[src/hw/rtl/srng_pkg.sv]
// ----------------------------------------------------------------------------
// srng_pkg: shared constants and types for the shuffled minimal standard RNG
// Generator constants, shuffle table geometry and the sequencer state type.
// ----------------------------------------------------------------------------
`default_nettype none

package srng_pkg;

   // Generator word: values live in 1 .. 2^31-2
   localparam int VALUE_W      = 31;
   localparam int MULT_W       = 15;
   localparam int PROD_W       = VALUE_W + MULT_W;

   localparam logic [VALUE_W-1:0] MODULUS    = 31'h7FFF_FFFF;
   localparam logic [MULT_W-1:0]  MULTIPLIER = 15'd16807;

   // Shuffle table; depth is a power of two in 8 .. 64
   localparam int TABLE_DEPTH  = 32;
   localparam int TABLE_AW     = $clog2(TABLE_DEPTH);

   // Slot selection divides the previous word by this constant. For a
   // power-of-two depth the divisor is a power of two, so it is a shift.
   localparam longint SLOT_DIVISOR = 1 + (2147483647 - 1) / TABLE_DEPTH;
   localparam int     SLOT_SHIFT   = $clog2(SLOT_DIVISOR);

   // Initialisation: warm-up steps followed by one step per table entry
   localparam int WARMUP_STEPS = 8;
   localparam int INIT_STEPS   = WARMUP_STEPS + TABLE_DEPTH;
   localparam int STEP_W       = $clog2(INIT_STEPS);

   localparam logic [VALUE_W-1:0] SEED_FALLBACK = 31'd1;
   localparam logic [VALUE_W-1:0] SEED_RESET    = 31'd1;

   typedef enum logic [2:0] {
      ST_IDLE,
      ST_INIT_SEED,
      ST_INIT_MUL,
      ST_INIT_FOLD,
      ST_DRAW_MUL,
      ST_DRAW_FOLD
   } state_type;

   // Control from the state decoder to the datapath
   typedef struct packed {
      logic req_ready;
      logic ld_seed;
      logic ld_gen;
      logic step_clr;
      logic step_inc;
      logic fill_wr;
      logic draw_wr;
      logic ld_rsp;
   } ctrl_type;

endpackage : srng_pkg

`default_nettype wire

[src/hw/rtl/shuffled_minimal_standard_rng.sv]
// ----------------------------------------------------------------------------
// shuffled_minimal_standard_rng: Park-Miller generator with Bays-Durham shuffle
// Each request word returns one 31-bit value in 1 .. 2^31-2; divide it by
// 2^31-1 in software for a uniform deviate. A normal draw forms the product
// and reads the table slot in the accept cycle; the fold state then folds the
// product, writes the slot and loads the response word once the output
// register is free. The first request after reset, a request with req_reseed
// set, and any request while the previous output is zero first reinitialise:
// load csr_seed (0 or 2^31-1 become 1), 8 warm-up steps, then one step per
// table entry filling from the top slot down. Each step uses the single
// multiply-modulo unit in a multiply state and then a fold state. The
// response sits in an output register, so a new request may be accepted
// while it waits. Write csr_seed only while idle.
// ----------------------------------------------------------------------------
`default_nettype none

module shuffled_minimal_standard_rng
   import srng_pkg::*;
(
   input  wire logic               clock,
   input  wire logic               reset,

   input  wire logic               csr_valid,
   output logic                    csr_ready,
   input  wire logic [VALUE_W-1:0] csr_seed,

   input  wire logic               req_valid,
   output logic                    req_ready,
   input  wire logic               req_reseed,

   output logic                    rsp_valid,
   input  wire logic               rsp_ready,
   output logic      [VALUE_W-1:0] rsp_random_value
);

   state_type           state_ff, state_in;
   ctrl_type            ctrl;

   logic [VALUE_W-1:0]  seed_ff;
   logic [VALUE_W-1:0]  gen_ff;
   logic [VALUE_W-1:0]  last_ff;
   logic [STEP_W-1:0]   step_ff;
   logic                rsp_valid_ff;
   logic [VALUE_W-1:0]  rsp_value_ff;

   logic [VALUE_W-1:0]  shuffle_mem [TABLE_DEPTH];
   logic [VALUE_W-1:0]  rd_data_ff;

   logic [VALUE_W-1:0]  next_gen;
   logic [VALUE_W-1:0]  seed_fixed;
   logic [TABLE_AW-1:0] slot;
   logic [TABLE_AW-1:0] fill_addr;
   logic                req_fire;
   logic                need_init;
   logic                step_last;
   logic                step_warm;
   logic                out_free;

   // Shared arithmetic: always works on the current generator word
   srng_mulmod u_mulmod (
      .clock   (clock),
      .operand (gen_ff),
      .result  (next_gen)
   );

   assign csr_ready = 1'b1;
   assign req_ready = ctrl.req_ready;
   assign req_fire  = req_valid && ctrl.req_ready;
   assign need_init = req_reseed || (last_ff == '0);
   assign out_free  = !rsp_valid_ff || rsp_ready;

   // Seed of zero or of the modulus would lock the generator: use one
   assign seed_fixed = ((seed_ff == '0) || (seed_ff == MODULUS)) ? SEED_FALLBACK : seed_ff;

   // Previous output picks the slot; top bits for a power-of-two depth
   assign slot = TABLE_AW'(last_ff >> SLOT_SHIFT);

   // Fill runs from the top entry down, entry 0 last
   assign step_last = (step_ff == STEP_W'(INIT_STEPS - 1));
   assign step_warm = (step_ff < STEP_W'(WARMUP_STEPS));
   assign fill_addr = TABLE_AW'(STEP_W'(INIT_STEPS - 1) - step_ff);

   // ---------------------------------------------------------------- next state
   always_comb begin
      state_in = state_ff;
      case (state_ff)
         ST_IDLE: begin
            if (req_fire) begin
               state_in = need_init ? ST_INIT_SEED : ST_DRAW_FOLD;
            end
         end
         ST_INIT_SEED: state_in = ST_INIT_MUL;
         ST_INIT_MUL:  state_in = ST_INIT_FOLD;
         ST_INIT_FOLD: state_in = step_last ? ST_DRAW_MUL : ST_INIT_MUL;
         ST_DRAW_MUL:  state_in = ST_DRAW_FOLD;
         ST_DRAW_FOLD: begin
            if (out_free) begin
               state_in = ST_IDLE;
            end
         end
         default: state_in = ST_IDLE;
      endcase
   end

   // ------------------------------------------------------------------ decode
   always_comb begin
      ctrl = '0;
      case (state_ff)
         ST_IDLE: ctrl.req_ready = 1'b1;
         ST_INIT_SEED: begin
            ctrl.ld_seed  = 1'b1;
            ctrl.step_clr = 1'b1;
         end
         ST_INIT_MUL: ;
         ST_INIT_FOLD: begin
            ctrl.ld_gen   = 1'b1;
            ctrl.step_inc = 1'b1;
            ctrl.fill_wr  = !step_warm;
         end
         ST_DRAW_MUL: ;
         ST_DRAW_FOLD: begin
            ctrl.ld_gen  = out_free;
            ctrl.draw_wr = out_free;
            ctrl.ld_rsp  = out_free;
         end
         default: ;
      endcase
   end

   // ------------------------------------------------------------- control regs
   always_ff @(posedge clock) begin
      if (reset) begin
         state_ff     <= ST_IDLE;
         seed_ff      <= SEED_RESET;
         gen_ff       <= '0;
         last_ff      <= '0;
         step_ff      <= '0;
         rsp_valid_ff <= 1'b0;
      end else begin
         state_ff <= state_in;

         if (csr_valid && csr_ready) begin
            seed_ff <= csr_seed;
         end

         // Generator word: load the seed, or advance through the unit
         if (ctrl.ld_seed) begin
            gen_ff <= seed_fixed;
         end else if (ctrl.ld_gen) begin
            gen_ff <= next_gen;
         end

         // Previous output: entry 0 at the end of the fill, else the slot read
         if (ctrl.fill_wr && step_last) begin
            last_ff <= next_gen;
         end else if (ctrl.draw_wr) begin
            last_ff <= rd_data_ff;
         end

         if (ctrl.step_clr) begin
            step_ff <= '0;
         end else if (ctrl.step_inc && !step_last) begin
            step_ff <= step_ff + STEP_W'(1);
         end

         if (ctrl.ld_rsp) begin
            rsp_valid_ff <= 1'b1;
         end else if (rsp_ready) begin
            rsp_valid_ff <= 1'b0;
         end
      end
   end

   // ------------------------------------------------------------ payload regs
   always_ff @(posedge clock) begin
      if (ctrl.ld_rsp) begin
         rsp_value_ff <= rd_data_ff;
      end
   end

   // Shuffle table: one write port, one registered read port
   always_ff @(posedge clock) begin
      if (ctrl.fill_wr) begin
         shuffle_mem[fill_addr] <= next_gen;
      end else if (ctrl.draw_wr) begin
         shuffle_mem[slot] <= next_gen;
      end
      rd_data_ff <= shuffle_mem[slot];
   end

   assign rsp_valid        = rsp_valid_ff;
   assign rsp_random_value = rsp_value_ff;

   // -------------------------------------------------------------- assertions
   // A draw that skips initialisation goes straight to the fold cycle
   a_fast_draw: assert property (@(posedge clock) disable iff (reset)
      (req_fire && !need_init) |=> (state_ff == ST_DRAW_FOLD))
      else $error("draw without init did not reach fold");

   // A draw never runs on an unfilled table
   a_draw_filled: assert property (@(posedge clock) disable iff (reset)
      (state_ff == ST_DRAW_FOLD) |-> (last_ff != '0))
      else $error("draw with zero previous output");

   // Every response word is a nonzero generator value
   a_rsp_nonzero: assert property (@(posedge clock) disable iff (reset)
      rsp_valid_ff |-> (rsp_value_ff != '0) && (rsp_value_ff != MODULUS))
      else $error("response outside generator range");

   // Fill stops at the final step and leads into a draw
   a_init_exit: assert property (@(posedge clock) disable iff (reset)
      (state_ff == ST_INIT_FOLD && step_last) |=> (state_ff == ST_DRAW_MUL))
      else $error("initialisation did not hand over to draw");

endmodule : shuffled_minimal_standard_rng

`default_nettype wire

[src/hw/rtl/srng_mulmod.sv]
// ----------------------------------------------------------------------------
// srng_mulmod: shared multiply-by-16807 modulo 2^31-1 unit
// Registers the product, then folds it against the Mersenne modulus.
// ----------------------------------------------------------------------------
`default_nettype none

module srng_mulmod
   import srng_pkg::*;
(
   input  wire logic               clock,
   input  wire logic [VALUE_W-1:0] operand,
   output logic      [VALUE_W-1:0] result
);

   logic [PROD_W-1:0]  product_ff;
   logic [PROD_W-1:0]  product_in;
   logic [VALUE_W:0]   fold_sum;

   assign product_in = PROD_W'(operand) * PROD_W'(MULTIPLIER);

   always_ff @(posedge clock) begin
      product_ff <= product_in;
   end

   // 2^31 == 1 mod M: add the high part to the low part, subtract M once
   always_comb begin
      fold_sum = {1'b0, product_ff[VALUE_W-1:0]}
               + (VALUE_W+1)'(product_ff[PROD_W-1:VALUE_W]);
      if (fold_sum >= {1'b0, MODULUS}) begin
         result = VALUE_W'(fold_sum - {1'b0, MODULUS});
      end else begin
         result = fold_sum[VALUE_W-1:0];
      end
   end

endmodule : srng_mulmod

`default_nettype wire

[config.mk]
export PLATFORM = sky130hd
export DESIGN_NAME = shuffled_minimal_standard_rng
export DESIGN_NICKNAME = d
export VERILOG_FILES = /design/src/hw/rtl/srng_pkg.sv /design/src/hw/rtl/shuffled_minimal_standard_rng.sv /design/src/hw/rtl/srng_mulmod.sv
export SDC_FILE = /design/constraint.sdc
export NUM_CORES = 2
export LEC_CHECK = 0
export BUFFER_PORTS_ARGS = -buffer_cell sky130_fd_sc_hd__buf_2
export CELL_PAD_IN_SITES_DETAIL_PLACEMENT = 0
export CELL_PAD_IN_SITES_GLOBAL_PLACEMENT = 1
export CORE_MARGIN = 2
export CORE_UTILIZATION = 35
export CTS_BUF_LIST = sky130_fd_sc_hd__clkbuf_4
export DETAILED_ROUTE_END_ITERATION = 8
export HOLD_SLACK_MARGIN = 0.05
export PLACE_DENSITY = 0.66
export SYNTH_ARGS = -nofsm -noshare
export SYNTH_HDL_FRONTEND = slang
export SYNTH_SLANG_ARGS = --single-unit
[constraint.sdc]
create_clock -name clock -period 5.81 [get_ports clock]
set_input_delay 1.4525 -clock clock [delete_from_list [all_inputs] [get_ports clock]]
set_output_delay 1.4525 -clock clock [all_outputs]
set_load 0.01 [all_outputs]
==> results.ini <==
[status]
status = completed

[run]
drv_cap = 0

[routing]
drcViolationCount = 0
drt-total-wl_um = 154000
vias = 34041
drtIter0Drc = 2892
wl_per_cell_um = 24.2
dr.pass1.iters = 6
detail-route-antenna-nets = 0
viasPerCell = 5.34

[floorplanning]
core-area_mm2 = 0.156
start_util_pct = 35.1
io_pins = 71
fp.dieH_um = 399
row_count = 145
die-width_um = 399
die_area_mm2 = 0.159

[worst_setup_path]
critPathLaunchType = flip-flop
worstRegToRegCells = 23
crit_buf_inv = 6
r2r_start = gen_ff[16]
crit_fanout = 5
cp_top_family = adder cells
slowest_delay_ns = 0.53
critical_path.startpoint = gen_ff[16]
crit_cells = 23
path_cells = inv_2, fa_1, inv_1, ha_1, inv_1, fa_1, inv_1, fa_1, fa_1, inv_1, fa_1, inv_1, ha_4, nand3_4, nor4_4, o2111ai_1, and3_4, o31a_1, o31ai_4, a21boi_2, o21ai_2, a41oi_2, xnor2_1
critical_path.endpoint = u_mulmod.product_ff[44]
cpMaxStageDelayCell = fa_1
worstSetupEndpointType = flip-flop
reg2reg_to = u_mulmod.product_ff[44]
crit_type = flip-flop to flip-flop
cp.required_ns = 6.86
cp.arrival_ns = 6.73
ff2ff_setup_slack_ns = 0.13

[timing]
worstMarginPinSlew_ns = 1.24
hold_violations = 0
clock-skew-final_ns = 0.119
post-route-period-util_pct = 97.7
period_minus_slack_ns = 5.68
whs_ns = 0.441
max_freq_mhz = 176
maxSlewHeadroom_pct = 17.5
setup_viol = 0
drv_slew = 0

[synthesis]
ys_types = 80
synth-edff-count = 1023
syn_area_per_cell_um2 = 14.8
syn_area_mm2 = 0.0547
synth_flop_cell = edfxtp_1
syn_inst = 3687
synth-seq-cells = 1203
yosysSeqAreaShare_pct = 62.8
synthesis.nets = 4063
ys_warn_count = 0
async_reset_ff_share_pct = 0

[worst_hold_path]
min-delay-path-class = flip-flop to flip-flop
whs_path_depth = 0

[layout]
layout_commonest_cell = edfxtp_1
regArea_mm2 = 0.0344
final_net_count = 4457
multi_input_comb_area_mm2 = 0.0191
nFillCells = 14436
drive_gt1_share_pct = 23.2
mostFrequentLayoutCells = edfxtp_1, clkbuf_4, inv_1, mux2i_1, ha_1
area_growth_pct = 15.3

[placement]
dp.final_hpwl_um = 95600
routabilityCongestion = 0.867
port_buffers = 69

[clocking]
cts_tree = built
cts_buffers = 329
clockRootBuffer = clkbuf_4
cts_sinks = 1203
cts_buffer_depth = 4
clkTransAtPathRegs_ns = 0.06
h-tree-depth = 5
clk_latency_ns = 1.25

[global_route]
grt_pass1_wl_um = 226000
grtUsageMet3_pct = 3.14
antenna_found_initial = 8
use_met2_pct = 30.6
grt_pass1_vias = 34133
grt_util_met1_pct = 26.8
grt_usage_pct = 19.3
grt_busiest_layer = met2
grt_max_degree = 104
global_route.overflow_total = 0

synthesized netlist by cell type (all sizes together) (17+ instances only):
library cell / count / area, µm²
o21a: 18 / 135
nand2b: 17 / 106
inv: 306 / 1150
o21ai: 57 / 293
buf: 65 / 263
fa: 134 / 2680
and2: 21 / 131
mux2i: 282 / 2820
nor2: 171 / 642
edfxtp: 1023 / 30700
nand2: 138 / 518
nand4: 29 / 181
a21o: 23 / 173
a221oi: 23 / 201
xnor2: 46 / 410
o22ai: 62 / 388
a211oi: 33 / 258
and3: 17 / 111
a21oi: 165 / 830
nor3: 33 / 165
xor2: 19 / 166
o221ai: 124 / 1090
mux4: 124 / 2790
ha: 205 / 2560
dfxtp: 180 / 3600
a31oi: 24 / 150
clkbuf: 111 / 417
nor4: 21 / 138
nand3: 49 / 245
o31ai: 38 / 299
through the flow:
step	TNS, ns	cells	util (%)	setup WS, ns	instance area (µm²)
floorplan	0	3687	-	0.0425	54700
global placement	-0.121	5800	37.7	-0.0607	58800
detailed placement	-0.688	5800	37.7	-0.134	58800
CTS	0	6365	40.4	0.00360	62900
global route	-0.125	6377	40.5	-0.0921	63100
finish	0	6378	40.5	0.133	63100
worst min-delay path by stage:
stage	startpoint	end	slack [ns]
after detailed placement	rd_data_ff[24]	rsp_random_value[24]	0.44
after global routing	csr_seed[18]	seed_ff[18]	0.40
after CTS	csr_seed[26]	seed_ff[26]	0.35
final	rd_data_ff[24]	rsp_random_value[24]	0.44
after floorplan	rd_data_ff[0]	rsp_random_value[0]	0.41
after global placement	rd_data_ff[24]	rsp_random_value[24]	0.43
kinds of logic after synthesis:
logic type,Yosys count,synth area share [%]
buffers and inverters,482,3.34
XOR/XNOR,65,1.05
flip-flops,1203,62.8
adder cells (fa/ha/maj),339,9.60
other,1,0.00686
AO/OA/AOI/OAI,646,8.24
multiplexers,407,10.3
AND/OR/NAND/NOR,544,4.70
area by class of cell:
type	instances	share of cell area, %
flip-flops and latches	1203	54.5
well taps	2058	4.08
diodes	9	0.0357
inverters	306	1.84
multi-input cells	2002	30.3
clock inverters	84	0.605
clock buffers	477	5.68
repair buffers	239	2.98
worst reg2reg max path: stages (launching register included):
cell and delay [ns]:
dfxtp_2 0.33, inv_2 0.06, fa_1 0.53, inv_1 0.04
ha_1 0.26, inv_1 0.05, fa_1 0.50, inv_1 0.06
fa_1 0.50, fa_1 0.49, inv_1 0.05, fa_1 0.49
inv_1 0.07, ha_4 0.30, nand3_4 0.10, nor4_4 0.27
o2111ai_1 0.14, and3_4 0.18, o31a_1 0.28, o31ai_4 0.22
a21boi_2 0.13, o21ai_2 0.21, a41oi_2 0.16, xnor2_1 0.16
routing by layer:
metal	wire, µm	part of all wire (%)	up-vias
met3	9330	6.1	283
li1	-	-	15156
met2	72100	47	1220
met4	4360	2.8	2
met1	68400	44	17380
met5	7	0.0045	-
registers in the layout, summed over array words and instances, names as in the netlist:
name / count
u_mulmod.product_ff: 46
state_ff: 3
last_ff: 31
rd_data_ff: 31
step_ff: 6
gen_ff: 31
shuffle_mem: 992
rsp_random_value: 31
seed_ff: 31
rsp_valid: 1
repair_timing:
action                     4_1_cts  5_1_grt
buffers inserted                 4        4
pin swaps                       24       22
hold buffers                     0        0
setup endpoints to repair        9       16
gates resized for setup         28       49
hold endpoints to repair         0        0
Power is not shown: default switching activity piles up to over one toggle a cycle in this logic, so the estimate is an artifact.
